File: src/hw/rtl/sdspi_pkg.sv
// ----------------------------------------------------------------------------
// SD SPI sequencer package
// Phase codes, item kinds and field widths shared by the sequencer files.
// ----------------------------------------------------------------------------
`timescale 1ns / 1ps

package sdspi_pkg;

    localparam logic [1:0] CMD_INIT  = 2'd0;
    localparam logic [1:0] CMD_READ  = 2'd1;
    localparam logic [1:0] CMD_XCHG  = 2'd2;
    localparam logic [1:0] CMD_TICK  = 2'd3;

    localparam logic [4:0] PH_IDLE    = 5'd1;
    localparam logic [4:0] PH_INIT_STD = 5'd2;
    localparam logic [4:0] PH_INIT_HC = 5'd3;
    localparam logic [4:0] PH_READ_OK = 5'd4;
    localparam logic [4:0] PH_INIT_TO = 5'd5;
    localparam logic [4:0] PH_REJECT  = 5'd6;
    localparam logic [4:0] PH_RD_FAIL = 5'd7;
    localparam logic [4:0] PH_TOK_TO  = 5'd8;
    localparam logic [4:0] PH_PWRUP   = 5'd9;
    localparam logic [4:0] PH_DUMMY   = 5'd10;
    localparam logic [4:0] PH_PRE     = 5'd11;
    localparam logic [4:0] PH_WAIT    = 5'd12;
    localparam logic [4:0] PH_SEND    = 5'd13;
    localparam logic [4:0] PH_RESP    = 5'd14;
    localparam logic [4:0] PH_TAIL    = 5'd15;
    localparam logic [4:0] PH_TOKEN   = 5'd16;
    localparam logic [4:0] PH_DATA    = 5'd17;
    localparam logic [4:0] PH_CRC     = 5'd18;

    localparam logic [3:0] STEP_READ = 4'd9;

    localparam logic [1:0] REG_PWRUP = 2'd0;
    localparam logic [1:0] REG_CMDTO = 2'd1;
    localparam logic [1:0] REG_INITTO = 2'd2;
    localparam logic [1:0] REG_DATATO = 2'd3;

    typedef struct packed {
        logic [1:0]  cmd;
        logic [31:0] block_addr;
        logic [7:0]  rx_byte;
    } item_t;

    typedef struct packed {
        logic       tx_valid;
        logic [7:0] tx_byte;
        logic       cs_active;
        logic       data_valid;
        logic [7:0] data_byte;
        logic       data_last;
        logic [3:0] status;
        logic [1:0] card_kind;
    } result_t;

endpackage

File: src/hw/rtl/sdspi_core.sv
// ----------------------------------------------------------------------------
// SD SPI sequencer core
// Holds sequencer state; one item, one result per cycle with step_en high.
// ----------------------------------------------------------------------------
`timescale 1ns / 1ps

module sdspi_core #(
    parameter int BLOCK_BYTES = 512,
    parameter int DUMMY_BYTES = 10
) (
    input  logic               aclk,
    input  logic               aresetn,
    input  logic               step_en,
    input  sdspi_pkg::item_t   item,
    input  logic [15:0]        powerup_wait_ticks,
    input  logic [15:0]        cmd_timeout_ticks,
    input  logic [15:0]        init_timeout_ticks,
    input  logic [15:0]        data_timeout_ticks,
    output sdspi_pkg::result_t result
);

    localparam logic [9:0] BlockLast = 10'(BLOCK_BYTES - 1);
    localparam logic [9:0] DummyCnt  = 10'(DUMMY_BYTES);

    logic [4:0]  phase_reg, phase_next;
    logic [3:0]  step_reg, step_next;
    logic [9:0]  cnt_reg, cnt_next;
    logic [31:0] word_reg, word_next;
    logic [7:0]  code_reg, code_next;
    logic [15:0] ctim_reg, ctim_next;
    logic [15:0] otim_reg, otim_next;
    logic [1:0]  kind_reg, kind_next;
    logic [31:0] addr_reg, addr_next;

    logic        dv, dl;
    logic [7:0]  db;
    logic [3:0]  sidx;
    logic [15:0] ctim_inc, otim_inc;
    logic        fin_req, fin_ok;
    logic [7:0]  fin_r1;
    logic [31:0] fin_word;

    function automatic logic [3:0] sidx_of(input logic [3:0] s);
        return (s <= 4'd9) ? s : 4'd0;
    endfunction

    function automatic logic [7:0] send_byte(input logic [3:0] s, input logic [9:0] i,
                                             input logic [31:0] ra);
        logic [31:0] arg;
        logic [7:0]  cm;
        logic [7:0]  crc;
        arg = 32'd0;
        cm  = 8'd0;
        crc = 8'd0;
        unique case (s)
            4'd2: begin arg = 32'h1AA; cm = 8'd8; crc = 8'h87; end
            4'd1: begin crc = 8'h95; end
            4'd3, 4'd5: begin cm = 8'd55; crc = 8'hFF; end
            4'd4: begin cm = 8'd41; crc = 8'hFF; end
            4'd6: begin cm = 8'd41; crc = 8'hFF; arg = 32'h4000_0000; end
            4'd7: cm = 8'd58;
            4'd8: begin cm = 8'd16; arg = 32'(BLOCK_BYTES); end
            4'd9: begin cm = 8'd17; arg = ra; end
            default: ;
        endcase
        if (i == 10'd0) return 8'h40 | cm;
        unique case (i)
            10'd1: return arg[31:24];
            10'd2: return arg[23:16];
            10'd3: return arg[15:8];
            10'd4: return arg[7:0];
            default: return crc;
        endcase
    endfunction

    always_comb begin
        phase_next = phase_reg;
        step_next  = step_reg;
        cnt_next   = cnt_reg;
        word_next  = word_reg;
        code_next  = code_reg;
        ctim_next  = ctim_reg;
        otim_next  = otim_reg;
        kind_next  = kind_reg;
        addr_next  = addr_reg;
        dv = 1'b0;
        db = 8'd0;
        dl = 1'b0;
        fin_req = 1'b0;
        fin_ok  = 1'b0;
        fin_r1  = code_reg;
        fin_word = word_reg;
        sidx = sidx_of(step_reg);
        ctim_inc = (ctim_reg != 16'hFFFF) ? ctim_reg + 16'd1 : ctim_reg;
        otim_inc = (otim_reg != 16'hFFFF) ? otim_reg + 16'd1 : otim_reg;

        unique case (item.cmd)
            sdspi_pkg::CMD_INIT: begin
                if (phase_reg <= sdspi_pkg::PH_TOK_TO) begin
                    kind_next = 2'd0;
                    step_next = 4'd0;
                    cnt_next  = 10'd0;
                    ctim_next = 16'd0;
                    otim_next = 16'd0;
                    phase_next = (powerup_wait_ticks == 16'd0) ? sdspi_pkg::PH_DUMMY
                                                               : sdspi_pkg::PH_PWRUP;
                end
            end
            sdspi_pkg::CMD_READ: begin
                if (phase_reg <= sdspi_pkg::PH_TOK_TO) begin
                    addr_next  = item.block_addr;
                    step_next  = sdspi_pkg::STEP_READ;
                    phase_next = sdspi_pkg::PH_PRE;
                    cnt_next   = 10'd0;
                    ctim_next  = 16'd0;
                    word_next  = 32'd0;
                end
            end
            sdspi_pkg::CMD_XCHG: begin
                unique case (phase_reg)
                    sdspi_pkg::PH_DUMMY: begin
                        cnt_next = cnt_reg + 10'd1;
                        if (cnt_next >= DummyCnt) begin
                            step_next  = 4'd1;
                            phase_next = sdspi_pkg::PH_PRE;
                            cnt_next   = 10'd0;
                            ctim_next  = 16'd0;
                            word_next  = 32'd0;
                        end
                    end
                    sdspi_pkg::PH_PRE, sdspi_pkg::PH_WAIT: begin
                        if (item.rx_byte == 8'hFF) begin
                            phase_next = sdspi_pkg::PH_SEND;
                            cnt_next   = 10'd0;
                        end else begin
                            phase_next = sdspi_pkg::PH_WAIT;
                        end
                    end
                    sdspi_pkg::PH_SEND: begin
                        cnt_next = cnt_reg + 10'd1;
                        if (cnt_next >= 10'd6) phase_next = sdspi_pkg::PH_RESP;
                    end
                    sdspi_pkg::PH_RESP: begin
                        if (!item.rx_byte[7]) begin
                            code_next = item.rx_byte;
                            if (sidx == 4'd2 || sidx == 4'd7) begin
                                phase_next = sdspi_pkg::PH_TAIL;
                                cnt_next   = 10'd0;
                            end else begin
                                fin_req = 1'b1;
                                fin_ok  = 1'b1;
                                fin_r1  = item.rx_byte;
                            end
                        end
                    end
                    sdspi_pkg::PH_TAIL: begin
                        word_next = {word_reg[23:0], item.rx_byte};
                        cnt_next  = cnt_reg + 10'd1;
                        if (cnt_next >= 10'd4) begin
                            fin_req  = 1'b1;
                            fin_ok   = 1'b1;
                            fin_word = word_next;
                        end
                    end
                    sdspi_pkg::PH_TOKEN: begin
                        if (item.rx_byte == 8'hFE) begin
                            phase_next = sdspi_pkg::PH_DATA;
                            cnt_next   = 10'd0;
                        end
                    end
                    sdspi_pkg::PH_DATA: begin
                        dv = 1'b1;
                        db = item.rx_byte;
                        if (cnt_reg >= BlockLast) begin
                            dl = 1'b1;
                            phase_next = sdspi_pkg::PH_CRC;
                            cnt_next   = 10'd0;
                        end else begin
                            cnt_next = cnt_reg + 10'd1;
                        end
                    end
                    sdspi_pkg::PH_CRC: begin
                        cnt_next = cnt_reg + 10'd1;
                        if (cnt_next >= 10'd2) phase_next = sdspi_pkg::PH_READ_OK;
                    end
                    default: ;
                endcase
            end
            sdspi_pkg::CMD_TICK: begin
                if (phase_reg == sdspi_pkg::PH_PWRUP) begin
                    ctim_next = ctim_inc;
                    if (ctim_inc >= powerup_wait_ticks) begin
                        phase_next = sdspi_pkg::PH_DUMMY;
                        cnt_next   = 10'd0;
                        otim_next  = 16'd0;
                    end
                end else if (phase_reg > sdspi_pkg::PH_TOK_TO) begin
                    if (sidx != sdspi_pkg::STEP_READ && otim_inc >= init_timeout_ticks) begin
                        otim_next  = otim_inc;
                        phase_next = sdspi_pkg::PH_INIT_TO;
                        kind_next  = 2'd0;
                    end else begin
                        if (sidx != sdspi_pkg::STEP_READ) otim_next = otim_inc;
                        if (phase_reg >= sdspi_pkg::PH_PRE && phase_reg <= sdspi_pkg::PH_TAIL)
                        begin
                            ctim_next = ctim_inc;
                            if ((phase_reg == sdspi_pkg::PH_PRE || phase_reg == sdspi_pkg::PH_WAIT
                                 || phase_reg == sdspi_pkg::PH_RESP)
                                && ctim_inc >= cmd_timeout_ticks) begin
                                fin_req = 1'b1;
                            end
                        end else if (phase_reg == sdspi_pkg::PH_TOKEN) begin
                            otim_next = otim_inc;
                            if (otim_inc >= data_timeout_ticks)
                                phase_next = sdspi_pkg::PH_TOK_TO;
                        end
                    end
                end
            end
            default: ;
        endcase

        if (fin_req) begin
            if (sidx == sdspi_pkg::STEP_READ) begin
                if (fin_ok && fin_r1 == 8'd0) begin
                    phase_next = sdspi_pkg::PH_TOKEN;
                    otim_next  = 16'd0;
                end else begin
                    phase_next = sdspi_pkg::PH_RD_FAIL;
                end
            end else begin
                phase_next = sdspi_pkg::PH_PRE;
                cnt_next   = 10'd0;
                ctim_next  = 16'd0;
                word_next  = 32'd0;
                if (fin_ok) begin
                    unique case (sidx)
                        4'd1: if (fin_r1 == 8'd1) step_next = 4'd2;
                        4'd2: begin
                            if (fin_r1 == 8'd1) begin
                                if (fin_word == 32'h1AA) begin
                                    step_next = 4'd5;
                                    kind_next = 2'd2;
                                end
                            end else begin
                                step_next = 4'd3;
                                kind_next = 2'd1;
                            end
                        end
                        4'd3, 4'd5: begin
                            if (fin_r1 == 8'd1) begin
                                step_next = step_reg + 4'd1;
                            end else begin
                                phase_next = sdspi_pkg::PH_REJECT;
                                kind_next  = 2'd0;
                            end
                        end
                        4'd4: step_next = (fin_r1 == 8'd0) ? 4'd8 : 4'd3;
                        4'd6: step_next = (fin_r1 == 8'd0) ? 4'd7 : 4'd5;
                        4'd7: begin
                            if (fin_r1 == 8'd0) begin
                                if (fin_word[30]) begin
                                    kind_next  = 2'd3;
                                    phase_next = sdspi_pkg::PH_INIT_HC;
                                end else begin
                                    step_next = 4'd8;
                                end
                            end
                        end
                        4'd8: if (fin_r1 == 8'd0) phase_next = sdspi_pkg::PH_INIT_STD;
                        default: step_next = 4'd1;
                    endcase
                    if (phase_next != sdspi_pkg::PH_PRE) begin
                        cnt_next  = cnt_reg;
                        ctim_next = ctim_reg;
                        word_next = fin_word;
                        if (item.cmd == sdspi_pkg::CMD_XCHG) cnt_next = cnt_reg + 10'd1;
                        if (phase_reg != sdspi_pkg::PH_TAIL) begin
                            cnt_next  = cnt_reg;
                            word_next = word_reg;
                        end
                    end
                end
            end
        end
    end

    always_ff @(posedge aclk) begin
        if (!aresetn) begin
            phase_reg <= sdspi_pkg::PH_IDLE;
            step_reg  <= 4'd0;
            cnt_reg   <= 10'd0;
            word_reg  <= 32'd0;
            code_reg  <= 8'd0;
            ctim_reg  <= 16'd0;
            otim_reg  <= 16'd0;
            kind_reg  <= 2'd0;
            addr_reg  <= 32'd0;
        end else if (step_en) begin
            phase_reg <= phase_next;
            step_reg  <= step_next;
            cnt_reg   <= cnt_next;
            word_reg  <= word_next;
            code_reg  <= code_next;
            ctim_reg  <= ctim_next;
            otim_reg  <= otim_next;
            kind_reg  <= kind_next;
            addr_reg  <= addr_next;
        end
    end

    always_comb begin
        result.tx_valid   = phase_next >= sdspi_pkg::PH_DUMMY;
        result.tx_byte    = (phase_next == sdspi_pkg::PH_SEND)
                            ? send_byte(sidx_of(step_next), cnt_next, addr_next) : 8'hFF;
        result.cs_active  = phase_next >= sdspi_pkg::PH_WAIT;
        result.data_valid = dv;
        result.data_byte  = db;
        result.data_last  = dl;
        result.status     = (phase_next <= sdspi_pkg::PH_TOK_TO) ? phase_next[3:0] : 4'd0;
        result.card_kind  = kind_next;
    end

endmodule

File: src/hw/rtl/sd_spi_init_and_block_read.sv
// ----------------------------------------------------------------------------
// SD card SPI initialization and block read sequencer
// Stream wrapper with an input register, the sequencer core and a result
// register.
// ----------------------------------------------------------------------------
// Each transfer on the s_ side is one item (start init, start read, exchanged
// byte or millisecond tick) and yields exactly one transfer on the m_ side.
// Items are registered, stepped through the core and the result is registered,
// so one item per cycle is sustained while m_tready is high; the input register
// is ready whenever its content moves on or it is empty. Configuration must be
// written via cfg_ channel while the sequencer is idle; not enforced by the block.
`timescale 1ns / 1ps

module sd_spi_init_and_block_read #(
    parameter int BLOCK_BYTES = 512,
    parameter int DUMMY_BYTES = 10
) (
    input  logic        aclk,
    input  logic        aresetn,
    input  logic        s_tvalid,
    output logic        s_tready,
    input  logic [39:0] s_tdata,   // block_addr[31:0], rx_byte[39:32]
    input  logic [1:0]  s_tuser,   // cmd[1:0]
    output logic        m_tvalid,
    input  logic        m_tready,
    output logic [23:0] m_tdata,   // tx_byte[7:0], data_byte[15:8], status[19:16],
                                   // card_kind[21:20], zero fill
    output logic [2:0]  m_tuser,   // tx_valid, cs_active, data_valid
    output logic        m_tlast,
    input  logic        cfg_valid,
    output logic        cfg_ready,
    input  logic [1:0]  cfg_index,
    input  logic [15:0] cfg_data
);

    logic [15:0] pwr_reg, cto_reg, ito_reg, dto_reg;
    logic        in_v_reg, out_v_reg;
    sdspi_pkg::item_t   in_reg;
    sdspi_pkg::result_t res, out_reg;
    logic        step_en;

    assign cfg_ready = 1'b1;
    assign step_en   = in_v_reg && (!out_v_reg || m_tready);
    assign s_tready  = !in_v_reg || step_en;

    always_ff @(posedge aclk) begin
        if (!aresetn) begin
            pwr_reg <= 16'd500;
            cto_reg <= 16'd1000;
            ito_reg <= 16'd10000;
            dto_reg <= 16'd1000;
        end else if (cfg_valid) begin
            unique case (cfg_index)
                sdspi_pkg::REG_PWRUP:  pwr_reg <= cfg_data;
                sdspi_pkg::REG_CMDTO:  cto_reg <= cfg_data;
                sdspi_pkg::REG_INITTO: ito_reg <= cfg_data;
                sdspi_pkg::REG_DATATO: dto_reg <= cfg_data;
            endcase
        end
    end

    always_ff @(posedge aclk) begin
        if (!aresetn) begin
            in_v_reg  <= 1'b0;
            out_v_reg <= 1'b0;
        end else begin
            if (s_tready) in_v_reg <= s_tvalid;
            if (step_en) out_v_reg <= 1'b1;
            else if (m_tready) out_v_reg <= 1'b0;
        end
    end

    always_ff @(posedge aclk) begin
        if (s_tready && s_tvalid) begin
            in_reg.cmd        <= s_tuser;
            in_reg.block_addr <= s_tdata[31:0];
            in_reg.rx_byte    <= s_tdata[39:32];
        end
        if (step_en) out_reg <= res;
    end

    sdspi_core #(
        .BLOCK_BYTES(BLOCK_BYTES),
        .DUMMY_BYTES(DUMMY_BYTES)
    ) u_core (
        .aclk               (aclk),
        .aresetn            (aresetn),
        .step_en            (step_en),
        .item               (in_reg),
        .powerup_wait_ticks (pwr_reg),
        .cmd_timeout_ticks  (cto_reg),
        .init_timeout_ticks (ito_reg),
        .data_timeout_ticks (dto_reg),
        .result             (res)
    );

    assign m_tvalid = out_v_reg;
    assign m_tdata  = {2'b00, out_reg.card_kind, out_reg.status, out_reg.data_byte,
                       out_reg.tx_byte};
    assign m_tuser  = {out_reg.data_valid, out_reg.cs_active, out_reg.tx_valid};
    assign m_tlast  = out_reg.data_last;

endmodule

File: config.mk
export PLATFORM = sky130hd
export DESIGN_NAME = sd_spi_init_and_block_read
export DESIGN_NICKNAME = d
export VERILOG_FILES = /design/src/hw/rtl/sdspi_pkg.sv /design/src/hw/rtl/sdspi_core.sv /design/src/hw/rtl/sd_spi_init_and_block_read.sv
export SDC_FILE = /design/constraint.sdc
export NUM_CORES = 1
export LEC_CHECK = 0
export BUFFER_PORTS_ARGS = -buffer_cell sky130_fd_sc_hd__clkbuf_2
export CAP_MARGIN = 10
export CORE_MARGIN = 2
export CORE_UTILIZATION = 56
export DETAILED_ROUTE_END_ITERATION = 8
export PLACE_DENSITY = 0.79
export SYNTH_ARGS = -nofsm -noshare
export SYNTH_HDL_FRONTEND = slang
export SYNTH_SLANG_ARGS = --single-unit
File: constraint.sdc
create_clock -name aclk -period 5.6 [get_ports aclk]
set_clock_uncertainty 0.15 [all_clocks]
set_input_delay 0.56 -clock aclk [delete_from_list [all_inputs] [get_ports aclk]]
set_output_delay 0.56 -clock aclk [all_outputs]
set_load 0.02 [all_outputs]
==> results.cfg <==
[run_status]
status = finished, final reports clean

[finish]
stdcell_area_sq_um = 17880
area_growth_pct = 13.73
post_route_cells_drive_above_1_share_pct = 13.33
num_antenna_cells = 0
mostFrequentLayoutCell = sky130_fd_sc_hd__nand2_1
utilization_after_layout_pct = 64.53
largest_register_ff_count = 42
layout.cells.most_common_list = sky130_fd_sc_hd__nand2_1, sky130_fd_sc_hd__a21oi_1, sky130_fd_sc_hd__dfxtp_1, sky130_fd_sc_hd__nor2_1, sky130_fd_sc_hd__clkbuf_2
nNetsFinal = 2203

[floorplan]
die_w_um = 171.5
effective_utilization_at_floorplan_pct = 56.74
floorplan.rows = 61
num_ports = 96
core_sq_um = 27710
die_area_sq_um = 29430
chipHeight_um = 171.5

[power_and_ir_drop]
seqPwrFrac_pct = 44.8
clock_power_share_pct = 44.2
netSwitchingFraction_pct = 26.39
leakagePower_nw = 6.780
internal_power_mw = 3.326
vdd_ir_drop_max_v = 0.0003379
net-switching-power_mw = 1.192
power.share.combinational_pct = 11.1
power-per-cell-area_nw_per_um2 = 252.7

[route]
routedWlPerCell_um = 19.14
dr_drc_count = 0
initialDrtViolationCount = 1605
ant_nets = 0
drt-vias-per-instance = 6.253
detailroute.via_count = 15410
drt_wl_total_mm = 47.15
drt-pass1-iter-count = 6

[placement]
gp_congestion = 0.9560
place_area_sq_um = 16660
io_buffer_count = 92
dp_hpwl_mm = 33.81

[global_routing]
grt_antenna_before_repair = 0
grt_start_max_net_pins = 92
grt.overflow.total = 0
first_pass_grt_wire_length_mm = 73.75
overall_global_routing_resource_usage_pct = 31.16
first_global_vias = 14260

[logic_synthesis]
share_of_async_settable_or_async_resettable_flops_after_synthesis_pct = 0
post_synth_main_area_contributors = sky130_fd_sc_hd__dfxtp_1, sky130_fd_sc_hd__edfxtp_1, sky130_fd_sc_hd__nand2_1
post_synth.cell_area_avg_sq_um = 7.884
synth_cell_types = 91
yosys_register_bits = 258
synth_top_cell_area_share_pct = 24.20
synth.largest_area_cell = sky130_fd_sc_hd__dfxtp_1
netlist_area_sq_um = 15720
synth_top_flop_cell = sky130_fd_sc_hd__dfxtp_1
synth.yosys.seq_area_share_pct = 37.19
synth.yosys.warnings = 0
netlist_instances = 1994
synth-edff-count = 68

[timing]
final-max-slew-violation-count = 0
final_hold_viol_count = 0
period_minus_slack_ns = 5.321
slew_headroom_pct = 16.57
final_min_period_over_clock_period_pct = 95.01
max_clock_freq_mhz = 187.9
fin_worst_hold_slack_ns = 0.007877
max_slew.worst_pin.slew_ns = 1.242
finalSetupViolations = 0

[critical_path]
ff2ff_setup_slack_ns = 0.28
worstSetupPathType = reg -> reg
timing.critical_path.from_type = flip-flop
worst_ep_required_time_ns = 5.76
worst-path-max-fanout = 9
worst-endpoint-arrival_ns = 5.48
kind_of_end_point_of_the_critical_path = flip-flop

[clocking]
cts-root-buf = sky130_fd_sc_hd__clkbuf_16
clk-insertion-delay-late_ns = 0.58
cts_buffer_depth = 3
clk_pin_slew_ns = 0.06
cts.htree.levels = 1
tritoncts = done
cts-buffers-inserted = 29
clock_sink_count = 258

[hold_path]
holdCritPathClass = in -> reg

[flow_run]
max_cap_violations = 0
==> path summary, 6_finish.rpt <==
kind                               to  cells after the start                            start
min reg2reg  ito_reg[15]$_SDFFE_PN0P_                      2         ito_reg[15]$_SDFFE_PN0P_
max reg2reg  m_tdata[6]$_SDFFCE_PP1P_                     22  u_core.ctim_reg[1]$_SDFFE_PN0P_
min               in_reg[4]$_DFFE_PP_                      1                      s_tdata[36]
max          m_tdata[6]$_SDFFCE_PP1P_                     22  u_core.ctim_reg[1]$_SDFFE_PN0P_
==> synthesized netlist by cell type, drive strengths merged, types with 8 or more instances <==
cell type  instances
nand3             48
nor4              22
edfxtp            68
or2               17
a211oi            21
o31ai             11
o21ai             97
a31oi             27
nand2b            19
a21oi            190
nor2             184
nand2            344
inv               90
nand4             28
a21o              21
dfxtp            190
a22oi             52
o211ai            38
buf               30
nor3              30
and4               9
a211o              8
o21a               9
clkbuf            99
mux2i             18
or3               20
ha                75
and2              15
xnor2             31
and3              21
nor2b             19
==> stage by stage <==
step	TNS, ns	setup slack, ns	instances	power (mW)
after floorplan	0	0.2477	1995	2.368
after global placement	0	0.1927	2402	2.523
after detailed placement	0	0.03439	2402	2.533
after CTS	0	0.04090	2458	4.507
after global routing	-0.03500	-0.01915	2464	4.655
final	0	0.2793	2464	4.518
==> critical path, cell delays in order, from the launching register on <==
cell and delay [ns]:
sky130_fd_sc_hd__dfxtp_1 0.37, sky130_fd_sc_hd__ha_1 0.18, sky130_fd_sc_hd__nand2_1 0.08, sky130_fd_sc_hd__or3_1 0.36, sky130_fd_sc_hd__nor2_1 0.19, sky130_fd_sc_hd__nand3_2 0.15
sky130_fd_sc_hd__and3_1 0.25, sky130_fd_sc_hd__nand3_1 0.10, sky130_fd_sc_hd__xnor2_1 0.16, sky130_fd_sc_hd__buf_4 0.17, sky130_fd_sc_hd__ha_1 0.21, sky130_fd_sc_hd__nand4_1 0.14
sky130_fd_sc_hd__nor2_1 0.07, sky130_fd_sc_hd__a41oi_1 0.23, sky130_fd_sc_hd__a31oi_2 0.18, sky130_fd_sc_hd__a311oi_4 0.39, sky130_fd_sc_hd__nor2_4 0.10, sky130_fd_sc_hd__buf_4 0.17
sky130_fd_sc_hd__o221a_4 0.32, sky130_fd_sc_hd__or3_1 0.39, sky130_fd_sc_hd__a21o_1 0.25, sky130_fd_sc_hd__a211oi_4 0.30, sky130_fd_sc_hd__o211ai_1 0.13
==> metal layers <==
layer / GRT usage (%) / routed length (um)
met1: 43.19 / 20300
met2: 48.23 / 21120
met3: 5.384 / 3983
met4: 12.60 / 1750
met5: 0 / 0
==> logic make-up (layout without fill, tap and decap cells) <==
| logic type | after synthesis | after routing | share of synthesized area [%] |
|---|---|---|---|
| XOR/XNOR | 35 | 35 | 1.950 |
| multiplexers | 23 | 23 | 1.648 |
| AND/OR/NAND/NOR | 805 | 806 | 23.54 |
| other | 2 | 3 | 0.04777 |
| AO/OA/AOI/OAI | 576 | 576 | 24.08 |
| buffers and inverters | 219 | 309 | 5.524 |
| flip-flops | 258 | 258 | 37.19 |
| adder cells (fa/ha/maj) | 76 | 76 | 6.033 |
==> power by group through the flow <==
| stage | clock network [mW] | registers [mW] | logic [mW] |
|---|---|---|---|
| floorplan | 0 | 2.05 | 0.321 |
| global placement | 0 | 2.06 | 0.465 |
| detailed placement | 0 | 2.06 | 0.473 |
| CTS | 2.01 | 2.02 | 0.478 |
| global route | 2.08 | 2.03 | 0.546 |
| finish | 1.99 | 2.02 | 0.500 |
==> area by class of cell <==
type | instances | area (sq um)
Fill cell | 2393 | 9827
Multi-Input combinational cell | 1519 | 9181
Sequential cell | 258 | 5847
Timing Repair Buffer | 165 | 1046
Clock buffer | 35 | 748.2
Tap cell | 378 | 473.0
Inverter | 90 | 340.3
Clock inverter | 19 | 242.7
==> repair_timing <==
action                     in CTS  in global routing
gates cloned                    0                  1
pin swaps                       0                  2
setup endpoints to repair       1                  8
hold buffers                    2                  3
gates resized for setup         1                 32
buffers inserted                0                  2
hold endpoints to repair        2                  3
(Power assumes the default switching activity.)
